$ cat src/hw/rtl/jsp_pkg.sv
// ----------------------------------------------------------------------------
// jsp_pkg
// Shared types and constants for the punctuator classifier: token kinds,
// character codes and the match result that travels between modules.
// ----------------------------------------------------------------------------
package jsp_pkg;

  localparam int CHAR_W = 8;
  localparam int AVAIL_W = 3;
  localparam int LEN_W = 3;
  localparam int KIND_W = 6;
  localparam int DEPTH_OUT_W = 16;
  localparam int WINDOW_CHARS = 4;

  // Token kinds, numbered densely in trie order.
  typedef enum logic [KIND_W-1:0] {
    KIND_INVALID = 6'd0,
    KIND_BANG, KIND_NE, KIND_NE_STRICT, KIND_PERCENT, KIND_MOD_ASSIGN,
    KIND_AMP, KIND_AND, KIND_AND_ASSIGN, KIND_LPAREN, KIND_RPAREN,
    KIND_STAR, KIND_MUL_ASSIGN, KIND_PLUS, KIND_INC, KIND_ADD_ASSIGN,
    KIND_COMMA, KIND_MINUS, KIND_DEC, KIND_SUB_ASSIGN, KIND_DOT,
    KIND_ELLIPSIS, KIND_SLASH, KIND_DIV_ASSIGN, KIND_COLON, KIND_SEMI,
    KIND_LT, KIND_SHL, KIND_SHL_ASSIGN, KIND_LE, KIND_ASSIGN,
    KIND_EQ, KIND_EQ_STRICT, KIND_ARROW, KIND_GT, KIND_GE,
    KIND_SHR, KIND_SHR_ASSIGN, KIND_USHR, KIND_USHR_ASSIGN, KIND_QUESTION,
    KIND_LBRACKET, KIND_RBRACKET, KIND_CARET, KIND_XOR_ASSIGN, KIND_LCURLY,
    KIND_PIPE, KIND_OR_ASSIGN, KIND_OR, KIND_RCURLY, KIND_TILDE
  } kind_t;

  localparam logic [CHAR_W-1:0] CH_BANG     = 8'h21;
  localparam logic [CHAR_W-1:0] CH_PERCENT  = 8'h25;
  localparam logic [CHAR_W-1:0] CH_AMP      = 8'h26;
  localparam logic [CHAR_W-1:0] CH_LPAREN   = 8'h28;
  localparam logic [CHAR_W-1:0] CH_RPAREN   = 8'h29;
  localparam logic [CHAR_W-1:0] CH_STAR     = 8'h2A;
  localparam logic [CHAR_W-1:0] CH_PLUS     = 8'h2B;
  localparam logic [CHAR_W-1:0] CH_COMMA    = 8'h2C;
  localparam logic [CHAR_W-1:0] CH_MINUS    = 8'h2D;
  localparam logic [CHAR_W-1:0] CH_DOT      = 8'h2E;
  localparam logic [CHAR_W-1:0] CH_SLASH    = 8'h2F;
  localparam logic [CHAR_W-1:0] CH_COLON    = 8'h3A;
  localparam logic [CHAR_W-1:0] CH_SEMI     = 8'h3B;
  localparam logic [CHAR_W-1:0] CH_LT       = 8'h3C;
  localparam logic [CHAR_W-1:0] CH_EQ       = 8'h3D;
  localparam logic [CHAR_W-1:0] CH_GT       = 8'h3E;
  localparam logic [CHAR_W-1:0] CH_QUEST    = 8'h3F;
  localparam logic [CHAR_W-1:0] CH_LBRACKET = 8'h5B;
  localparam logic [CHAR_W-1:0] CH_RBRACKET = 8'h5D;
  localparam logic [CHAR_W-1:0] CH_CARET    = 8'h5E;
  localparam logic [CHAR_W-1:0] CH_LCURLY   = 8'h7B;
  localparam logic [CHAR_W-1:0] CH_PIPE     = 8'h7C;
  localparam logic [CHAR_W-1:0] CH_RCURLY   = 8'h7D;
  localparam logic [CHAR_W-1:0] CH_TILDE    = 8'h7E;

  typedef struct packed {
    kind_t             kind;
    logic [LEN_W-1:0]  len;
  } match_t;

endpackage

$ cat src/hw/rtl/js_punctuator_longest_match_top.sv
// ----------------------------------------------------------------------------
// js_punctuator_longest_match_top
// Maximal-munch punctuator classifier with a curly-brace nesting counter.
// ----------------------------------------------------------------------------
// Usage:
//   The slave channel takes one lookahead window per request: four characters
//   and the count of valid leading characters. The master channel returns one
//   result per request: token kind, token length, unmatched-brace flag and
//   the nesting depth after the token.
//   A result is presented on the master side from the result register: the
//   input register captures the request, and the match and depth update sit
//   in front of the result register.
//   Throughput is one request per cycle while the receiver does not stall;
//   the match is a fixed-depth compare tree, the depth update combinational.
//   Reset clears both stage valids and sets the nesting depth to zero.
//   When the receiver stalls, the result holds, the input register fills,
//   and then s_tready drops until the master side moves again.
// ----------------------------------------------------------------------------
module js_punctuator_longest_match_top import jsp_pkg::*; #(
  parameter int NEST_WIDTH = 16
) (
  input  logic        clk,
  input  logic        rst,
  input  logic        s_tvalid,
  output logic        s_tready,
  // [7:0] first_char, [15:8] second_char, [23:16] third_char,
  // [31:24] fourth_char, [34:32] chars_available, [39:35] zero
  input  logic [39:0] s_tdata,
  output logic        m_tvalid,
  input  logic        m_tready,
  // [5:0] token_kind, [8:6] token_length, [9] brace_error,
  // [25:10] nesting_depth, [31:26] zero
  output logic [31:0] m_tdata
);

  logic                   in_valid;
  logic [CHAR_W-1:0]      in_c0;
  logic [CHAR_W-1:0]      in_c1;
  logic [CHAR_W-1:0]      in_c2;
  logic [CHAR_W-1:0]      in_c3;
  logic [AVAIL_W-1:0]     in_avail;

  logic                   out_valid;
  kind_t                  out_kind;
  logic [LEN_W-1:0]       out_len;
  logic                   out_err;
  logic [DEPTH_OUT_W-1:0] out_depth;

  logic                   out_free;
  logic                   advance;
  match_t                 match;
  logic [NEST_WIDTH-1:0]  depth_next;
  logic [31:0]            depth_wide;
  logic                   brace_error;

  assign out_free = !out_valid || m_tready;
  assign advance  = in_valid && out_free;
  assign s_tready = !in_valid || out_free;

  jsp_match u_match (
    .c0     (in_c0),
    .c1     (in_c1),
    .c2     (in_c2),
    .c3     (in_c3),
    .avail  (in_avail),
    .result (match)
  );

  jsp_depth #(
    .NEST_WIDTH (NEST_WIDTH)
  ) u_depth (
    .clk         (clk),
    .rst         (rst),
    .advance     (advance),
    .kind        (match.kind),
    .depth_next  (depth_next),
    .brace_error (brace_error)
  );

  assign depth_wide = 32'(depth_next);

  always_ff @(posedge clk) begin
    if (rst) begin
      in_valid  <= 1'b0;
      out_valid <= 1'b0;
    end else begin
      if (s_tready) begin
        in_valid <= s_tvalid;
      end
      if (out_free) begin
        out_valid <= in_valid;
      end
    end
  end

  always_ff @(posedge clk) begin
    if (s_tvalid && s_tready) begin
      in_c0    <= s_tdata[7:0];
      in_c1    <= s_tdata[15:8];
      in_c2    <= s_tdata[23:16];
      in_c3    <= s_tdata[31:24];
      in_avail <= s_tdata[34:32];
    end
    if (advance) begin
      out_kind  <= match.kind;
      out_len   <= match.len;
      out_err   <= brace_error;
      out_depth <= depth_wide[DEPTH_OUT_W-1:0];
    end
  end

  assign m_tvalid = out_valid;
  assign m_tdata  = {6'd0, out_depth, out_err, out_len, out_kind};

`ifndef SYNTHESIS
  a_err_only_on_close: assert property (@(posedge clk) disable iff (rst)
    out_valid && out_err |-> out_kind == KIND_RCURLY && out_depth == '0)
    else $error("brace error on a result that is not an unmatched close");

  a_invalid_len_one: assert property (@(posedge clk) disable iff (rst)
    out_valid && out_kind == KIND_INVALID |-> out_len == 3'd1)
    else $error("invalid token with length other than one");

  a_len_range: assert property (@(posedge clk) disable iff (rst)
    out_valid |-> out_len != 3'd0 && out_len <= 3'd4)
    else $error("token length out of range");

  a_stall_holds_input: assert property (@(posedge clk) disable iff (rst)
    in_valid && !out_free |=> in_valid && $stable(in_c0) && $stable(in_avail))
    else $error("input register changed while the result was stalled");
`endif

endmodule

$ cat src/hw/rtl/jsp_match.sv
// ----------------------------------------------------------------------------
// jsp_match
// Longest-match punctuator classifier over a four-character window.
// ----------------------------------------------------------------------------
module jsp_match import jsp_pkg::*; (
  input  logic [CHAR_W-1:0]  c0,
  input  logic [CHAR_W-1:0]  c1,
  input  logic [CHAR_W-1:0]  c2,
  input  logic [CHAR_W-1:0]  c3,
  input  logic [AVAIL_W-1:0] avail,
  output match_t             result
);

  logic ok2;
  logic ok3;
  logic ok4;

  // A count of zero still takes the first character; counts above four are
  // limited to the window.
  assign ok2 = (avail >= 3'd2);
  assign ok3 = (avail >= 3'd3);
  assign ok4 = (avail >= 3'd4);

  always_comb begin
    result.kind = KIND_INVALID;
    result.len  = 3'd1;
    unique case (c0)
      CH_BANG: begin
        if (ok2 && c1 == CH_EQ) begin
          if (ok3 && c2 == CH_EQ) begin
            result.kind = KIND_NE_STRICT; result.len = 3'd3;
          end else begin
            result.kind = KIND_NE; result.len = 3'd2;
          end
        end else begin
          result.kind = KIND_BANG;
        end
      end
      CH_PERCENT: begin
        if (ok2 && c1 == CH_EQ) begin
          result.kind = KIND_MOD_ASSIGN; result.len = 3'd2;
        end else begin
          result.kind = KIND_PERCENT;
        end
      end
      CH_AMP: begin
        if (ok2 && c1 == CH_AMP) begin
          result.kind = KIND_AND; result.len = 3'd2;
        end else if (ok2 && c1 == CH_EQ) begin
          result.kind = KIND_AND_ASSIGN; result.len = 3'd2;
        end else begin
          result.kind = KIND_AMP;
        end
      end
      CH_LPAREN: result.kind = KIND_LPAREN;
      CH_RPAREN: result.kind = KIND_RPAREN;
      CH_STAR: begin
        if (ok2 && c1 == CH_EQ) begin
          result.kind = KIND_MUL_ASSIGN; result.len = 3'd2;
        end else begin
          result.kind = KIND_STAR;
        end
      end
      CH_PLUS: begin
        if (ok2 && c1 == CH_PLUS) begin
          result.kind = KIND_INC; result.len = 3'd2;
        end else if (ok2 && c1 == CH_EQ) begin
          result.kind = KIND_ADD_ASSIGN; result.len = 3'd2;
        end else begin
          result.kind = KIND_PLUS;
        end
      end
      CH_COMMA: result.kind = KIND_COMMA;
      CH_MINUS: begin
        if (ok2 && c1 == CH_MINUS) begin
          result.kind = KIND_DEC; result.len = 3'd2;
        end else if (ok2 && c1 == CH_EQ) begin
          result.kind = KIND_SUB_ASSIGN; result.len = 3'd2;
        end else begin
          result.kind = KIND_MINUS;
        end
      end
      CH_DOT: begin
        // Two dots alone are not a token, so they fall back to a single dot.
        if (ok3 && c1 == CH_DOT && c2 == CH_DOT) begin
          result.kind = KIND_ELLIPSIS; result.len = 3'd3;
        end else begin
          result.kind = KIND_DOT;
        end
      end
      CH_SLASH: begin
        if (ok2 && c1 == CH_EQ) begin
          result.kind = KIND_DIV_ASSIGN; result.len = 3'd2;
        end else begin
          result.kind = KIND_SLASH;
        end
      end
      CH_COLON: result.kind = KIND_COLON;
      CH_SEMI:  result.kind = KIND_SEMI;
      CH_LT: begin
        if (ok2 && c1 == CH_LT) begin
          if (ok3 && c2 == CH_EQ) begin
            result.kind = KIND_SHL_ASSIGN; result.len = 3'd3;
          end else begin
            result.kind = KIND_SHL; result.len = 3'd2;
          end
        end else if (ok2 && c1 == CH_EQ) begin
          result.kind = KIND_LE; result.len = 3'd2;
        end else begin
          result.kind = KIND_LT;
        end
      end
      CH_EQ: begin
        if (ok2 && c1 == CH_EQ) begin
          if (ok3 && c2 == CH_EQ) begin
            result.kind = KIND_EQ_STRICT; result.len = 3'd3;
          end else begin
            result.kind = KIND_EQ; result.len = 3'd2;
          end
        end else if (ok2 && c1 == CH_GT) begin
          result.kind = KIND_ARROW; result.len = 3'd2;
        end else begin
          result.kind = KIND_ASSIGN;
        end
      end
      CH_GT: begin
        if (ok2 && c1 == CH_GT) begin
          if (ok3 && c2 == CH_GT) begin
            if (ok4 && c3 == CH_EQ) begin
              result.kind = KIND_USHR_ASSIGN; result.len = 3'd4;
            end else begin
              result.kind = KIND_USHR; result.len = 3'd3;
            end
          end else if (ok3 && c2 == CH_EQ) begin
            result.kind = KIND_SHR_ASSIGN; result.len = 3'd3;
          end else begin
            result.kind = KIND_SHR; result.len = 3'd2;
          end
        end else if (ok2 && c1 == CH_EQ) begin
          result.kind = KIND_GE; result.len = 3'd2;
        end else begin
          result.kind = KIND_GT;
        end
      end
      CH_QUEST:    result.kind = KIND_QUESTION;
      CH_LBRACKET: result.kind = KIND_LBRACKET;
      CH_RBRACKET: result.kind = KIND_RBRACKET;
      CH_CARET: begin
        if (ok2 && c1 == CH_EQ) begin
          result.kind = KIND_XOR_ASSIGN; result.len = 3'd2;
        end else begin
          result.kind = KIND_CARET;
        end
      end
      CH_LCURLY: result.kind = KIND_LCURLY;
      CH_PIPE: begin
        if (ok2 && c1 == CH_EQ) begin
          result.kind = KIND_OR_ASSIGN; result.len = 3'd2;
        end else if (ok2 && c1 == CH_PIPE) begin
          result.kind = KIND_OR; result.len = 3'd2;
        end else begin
          result.kind = KIND_PIPE;
        end
      end
      CH_RCURLY: result.kind = KIND_RCURLY;
      CH_TILDE:  result.kind = KIND_TILDE;
      default: begin
        result.kind = KIND_INVALID;
        result.len  = 3'd1;
      end
    endcase
  end

endmodule

$ cat src/hw/rtl/jsp_depth.sv
// ----------------------------------------------------------------------------
// jsp_depth
// Curly-brace nesting counter: saturates at its top, flags an unmatched close.
// ----------------------------------------------------------------------------
module jsp_depth import jsp_pkg::*; #(
  parameter int NEST_WIDTH = 16
) (
  input  logic                  clk,
  input  logic                  rst,
  input  logic                  advance,
  input  kind_t                 kind,
  output logic [NEST_WIDTH-1:0] depth_next,
  output logic                  brace_error
);

  logic [NEST_WIDTH-1:0] brace_depth;
  logic                  at_top;
  logic                  at_zero;

  assign at_top  = (brace_depth == {NEST_WIDTH{1'b1}});
  assign at_zero = (brace_depth == '0);

  always_comb begin
    depth_next  = brace_depth;
    brace_error = 1'b0;
    if (kind == KIND_LCURLY) begin
      if (!at_top) begin
        depth_next = brace_depth + 1'b1;
      end
    end else if (kind == KIND_RCURLY) begin
      if (at_zero) begin
        brace_error = 1'b1;
      end else begin
        depth_next = brace_depth - 1'b1;
      end
    end
  end

  always_ff @(posedge clk) begin
    if (rst) begin
      brace_depth <= '0;
    end else if (advance) begin
      brace_depth <= depth_next;
    end
  end

endmodule
$ cat config.mk
export PLATFORM = sky130hd
export DESIGN_NAME = js_punctuator_longest_match_top
export DESIGN_NICKNAME = d
export VERILOG_FILES = /design/src/hw/rtl/jsp_pkg.sv /design/src/hw/rtl/js_punctuator_longest_match_top.sv /design/src/hw/rtl/jsp_match.sv /design/src/hw/rtl/jsp_depth.sv
export SDC_FILE = /design/constraint.sdc
export NUM_CORES = 1
export LEC_CHECK = 0
export ABC_AREA = 0
export BUFFER_PORTS_ARGS = -buffer_cell sky130_fd_sc_hd__buf_4
export CAP_MARGIN = 20
export CORE_ASPECT_RATIO = 1.2
export CORE_MARGIN = 5
export CORE_UTILIZATION = 57
export CTS_CLUSTER_DIAMETER = 80
export DETAILED_ROUTE_END_ITERATION = 12
export PLACE_DENSITY_LB_ADDON = 0.05
export SLEW_MARGIN = 20
export SYNTH_ARGS = -nofsm -noshare
export SYNTH_HDL_FRONTEND = slang
export SYNTH_SLANG_ARGS = --single-unit
export TNS_END_PERCENT = 1
$ cat constraint.sdc
create_clock -name clk -period 3.4 [get_ports clk]
set_input_delay 0.51 -clock clk [delete_from_list [all_inputs] [get_ports clk]]
set_output_delay 0.51 -clock clk [all_outputs]
set_load 0.01 [all_outputs]
==> flow_summary.json <==
{
  "via_per_inst": 6.163,
  "cts_resized": 0,
  "ff2ff_path_depth": 6,
  "ys_seq_area_share_pct": 45.35,
  "rsz0062_at_grt": "false",
  "root_buffer": "clkbuf_8",
  "drtPass1Iterations": 5,
  "critPathCaptureType": "flop",
  "setup-violations-final": 0,
  "core_area_mm2": 0.008198,
  "htreeDepth": 3,
  "grt_pass1_wl_um": 19090,
  "finalMaxSlewViolations": 0,
  "avgSynthCellArea_um2": 9.904,
  "dp_slack_ps": 733.0,
  "crit_required_ps": 3650,
  "path_class": "flop to flop",
  "clk_latency_ps": 360,
  "period_needed_ps": 2697,
  "path_cells": "and4b_2 -> nand2_1 -> a21oi_1 -> nand4_1 -> a21oi_1 -> mux2_2",
  "wl_per_cell_um": 17.77,
  "synth_cell_types": 85,
  "outcome": "finished, final reports clean",
  "hold_depth": 1,
  "p_leak_nw": 2.069,
  "hold_slack_ps": 326.7,
  "std_cell_rows": 36,
  "cts_sinks": 79,
  "start_util_pct": 58.96,
  "post_cts.repair.setup_buffers": 0,
  "final_cell_mix": "78 x buf_4, 61 x edfxtp_1, 39 x nor2_1",
  "hold_violations": 0,
  "slowest_delay_ps": 800,
  "crit_slowest_cell": "edfxtp_1",
  "worst_setup_path_start_kind": "flop",
  "maxSlewHeadroom_pct": 49.20,
  "wirelength_um": 11770,
  "synth_cells": 488,
  "num-fill-cells": 678,
  "ys.warnings.count": 0,
  "synthArstFlopShare_pct": 0,
  "finalPower_mw": 1.990,
  "skew_ps": 9.742,
  "netlist_area_mm2": 0.004833,
  "max-clock-path-buffers": 2,
  "ctsHoldBuffers": 0,
  "synth_seq_cells": 79,
  "num_vias": 4080,
  "worstHoldPathType": "input pin to flop",
  "synth_top_flop_cell": "edfxtp_1",
  "synth_edf_count": 61,
  "post-dp-hpwl_um": 8832,
  "io_pins": 78,
  "powerDensity_mw_per_mm2": 362.2,
  "die-area_mm2": 0.01043,
  "fp.dieH_um": 110.9,
  "grt_pass1_vias": 3999,
  "drtIter0Drc": 231,
  "tritoncts": "done",
  "gp_congestion": 0.9644,
  "multi_input_area_mm2": 0.002345,
  "layout_commonest_cell": "buf_4",
  "crit_fanout": 24,
  "cap_viol_max_count": 0,
  "grt_use_total_pct": 23.17,
  "drive_gt1_share_pct": 20.80,
  "globalRouteOverflowTotal": 0,
  "antennaDiodeCount": 0,
  "finalSetupTns_ps": 0,
  "cts-buffers-inserted": 9,
  "worstMarginPinSlew_ps": 754.0,
  "fmax_mhz": 370.8,
  "drc_errors": 0,
  "cpMostUsedCell": "a21oi_1",
  "ir_drop_uv": 382.9,
  "die_x_um": 94.06,
  "port-buffer-count": 66,
  "area_growth_pct": 13.64,
  "register_area_mm2": 0.002192,
  "nets": 589,
  "fin_ws_ps": 703.1,
  "grt_max_degree": 36,
  "clk_pin_slew_ps": 80,
  "ant_nets": 0,
  "period_share_pct": 79.32,
  "critPathArrivalTime_ps": 2950,
  "antenna_found_initial": 0
}
[logic make-up (layout without fill, tap and decap cells)]
logic type | after synthesis | after routing | synth area share [%]
and+or+nand+nor | 218 | 218 | 26.35
AOI/OAI and AO/OA | 110 | 110 | 15.64
DFF | 79 | 79 | 45.35
buffers and inverters | 48 | 103 | 6.523
xor gates and xnor gates | 27 | 27 | 4.893
adders and majority gates | 3 | 3 | 0.7248
muxes | 2 | 2 | 0.4401
other | 1 | 6 | 0.07759
[through the flow]
step / instance area [µm²] / cells / util (%)
after floorplan: 4852 / 493 / -
after global placement: 5299 / 646 / 64.64
after detailed placement: 5299 / 646 / 64.64
after CTS: 5493 / 662 / 67.00
after global routing: 5493 / 662 / 67.00
final: 5493 / 662 / 67.00
[cells in the mapped netlist, types with 4 or more instances]
master / number / area (µm²)
nand2b_1: 10 / 62.56
o21ai_0: 26 / 130.1
o211ai_1: 7 / 52.55
nor2b_1: 11 / 68.82
clkbuf_8: 6 / 82.58
nor2_1: 39 / 146.4
edfxtp_1: 61 / 1832
nand4b_1: 9 / 78.83
inv_1: 9 / 33.78
nor3_1: 18 / 90.09
a31oi_1: 4 / 25.02
a211oi_1: 4 / 30.03
xnor2_1: 15 / 131.4
and4_1: 6 / 52.55
dfxtp_1: 18 / 360.4
and3_1: 7 / 43.79
nor4b_1: 4 / 35.03
or3_1: 4 / 25.02
nand3b_1: 7 / 52.55
nand4_1: 11 / 68.82
nor4_1: 9 / 56.30
clkbuf_1: 18 / 67.56
xor2_1: 12 / 105.1
buf_4: 8 / 60.06
nand2_1: 31 / 116.4
a21oi_1: 19 / 95.09
and2_1: 6 / 37.54
nand3_1: 19 / 95.09
[registers in the layout (all words and copies together) (netlist names)]
signal               count
in_avail                 3
in_c0                    8
in_c1                    8
in_c2                    8
in_c3                    8
in_valid                 1
m_tvalid                 1
out_depth               16
out_err                  1
out_kind                 6
out_len                  3
u_depth.brace_depth     16
[worst max-delay path: cells and delay by family (launching register included)]
family	cells	cell delay [ps]
simple gates	3	730
compound gates	2	720
flops	1	800
mux	1	350
[final timing paths]
path                                   from                       to  slack (ps)
worst min register to register     in_valid                 m_tvalid         550
worst max-delay path               in_c0[1]  u_depth.brace_depth[11]         700
worst min-delay path            s_tdata[30]                 in_c3[6]         330
worst max register to register     in_c0[1]  u_depth.brace_depth[11]         700
[power breakdown]
part           internal, mW  total [mW]  leakage, nW  switching (mW)
Sequential             1.08        1.12        0.733          0.0358
Clock                 0.340       0.693        0.101           0.352
Combinational        0.0846       0.180         1.23          0.0951
Total                  1.51        1.99         2.07           0.483
[layer usage]
metal / GRT usage (%) / routed length (µm) / vias to the layer above
li1: - / - / 1962
met1: 25.95 / 4473 / 1894
met2: 40.55 / 6082 / 181
met3: 3.394 / 666 / 43
met4: 14.07 / 544 / 0
met5: 0 / 0 / -
[final cells by class]
class,count,area share [%]
flip-flops and latches,79,39.91
multi-input cells,366,42.69
repair buffers,78,10.66
well taps,114,2.597
clock buffers,9,2.255
clock inverters,7,1.276
inverters,9,0.6150
No activity file was read; power rests on OpenSTA's default activity.
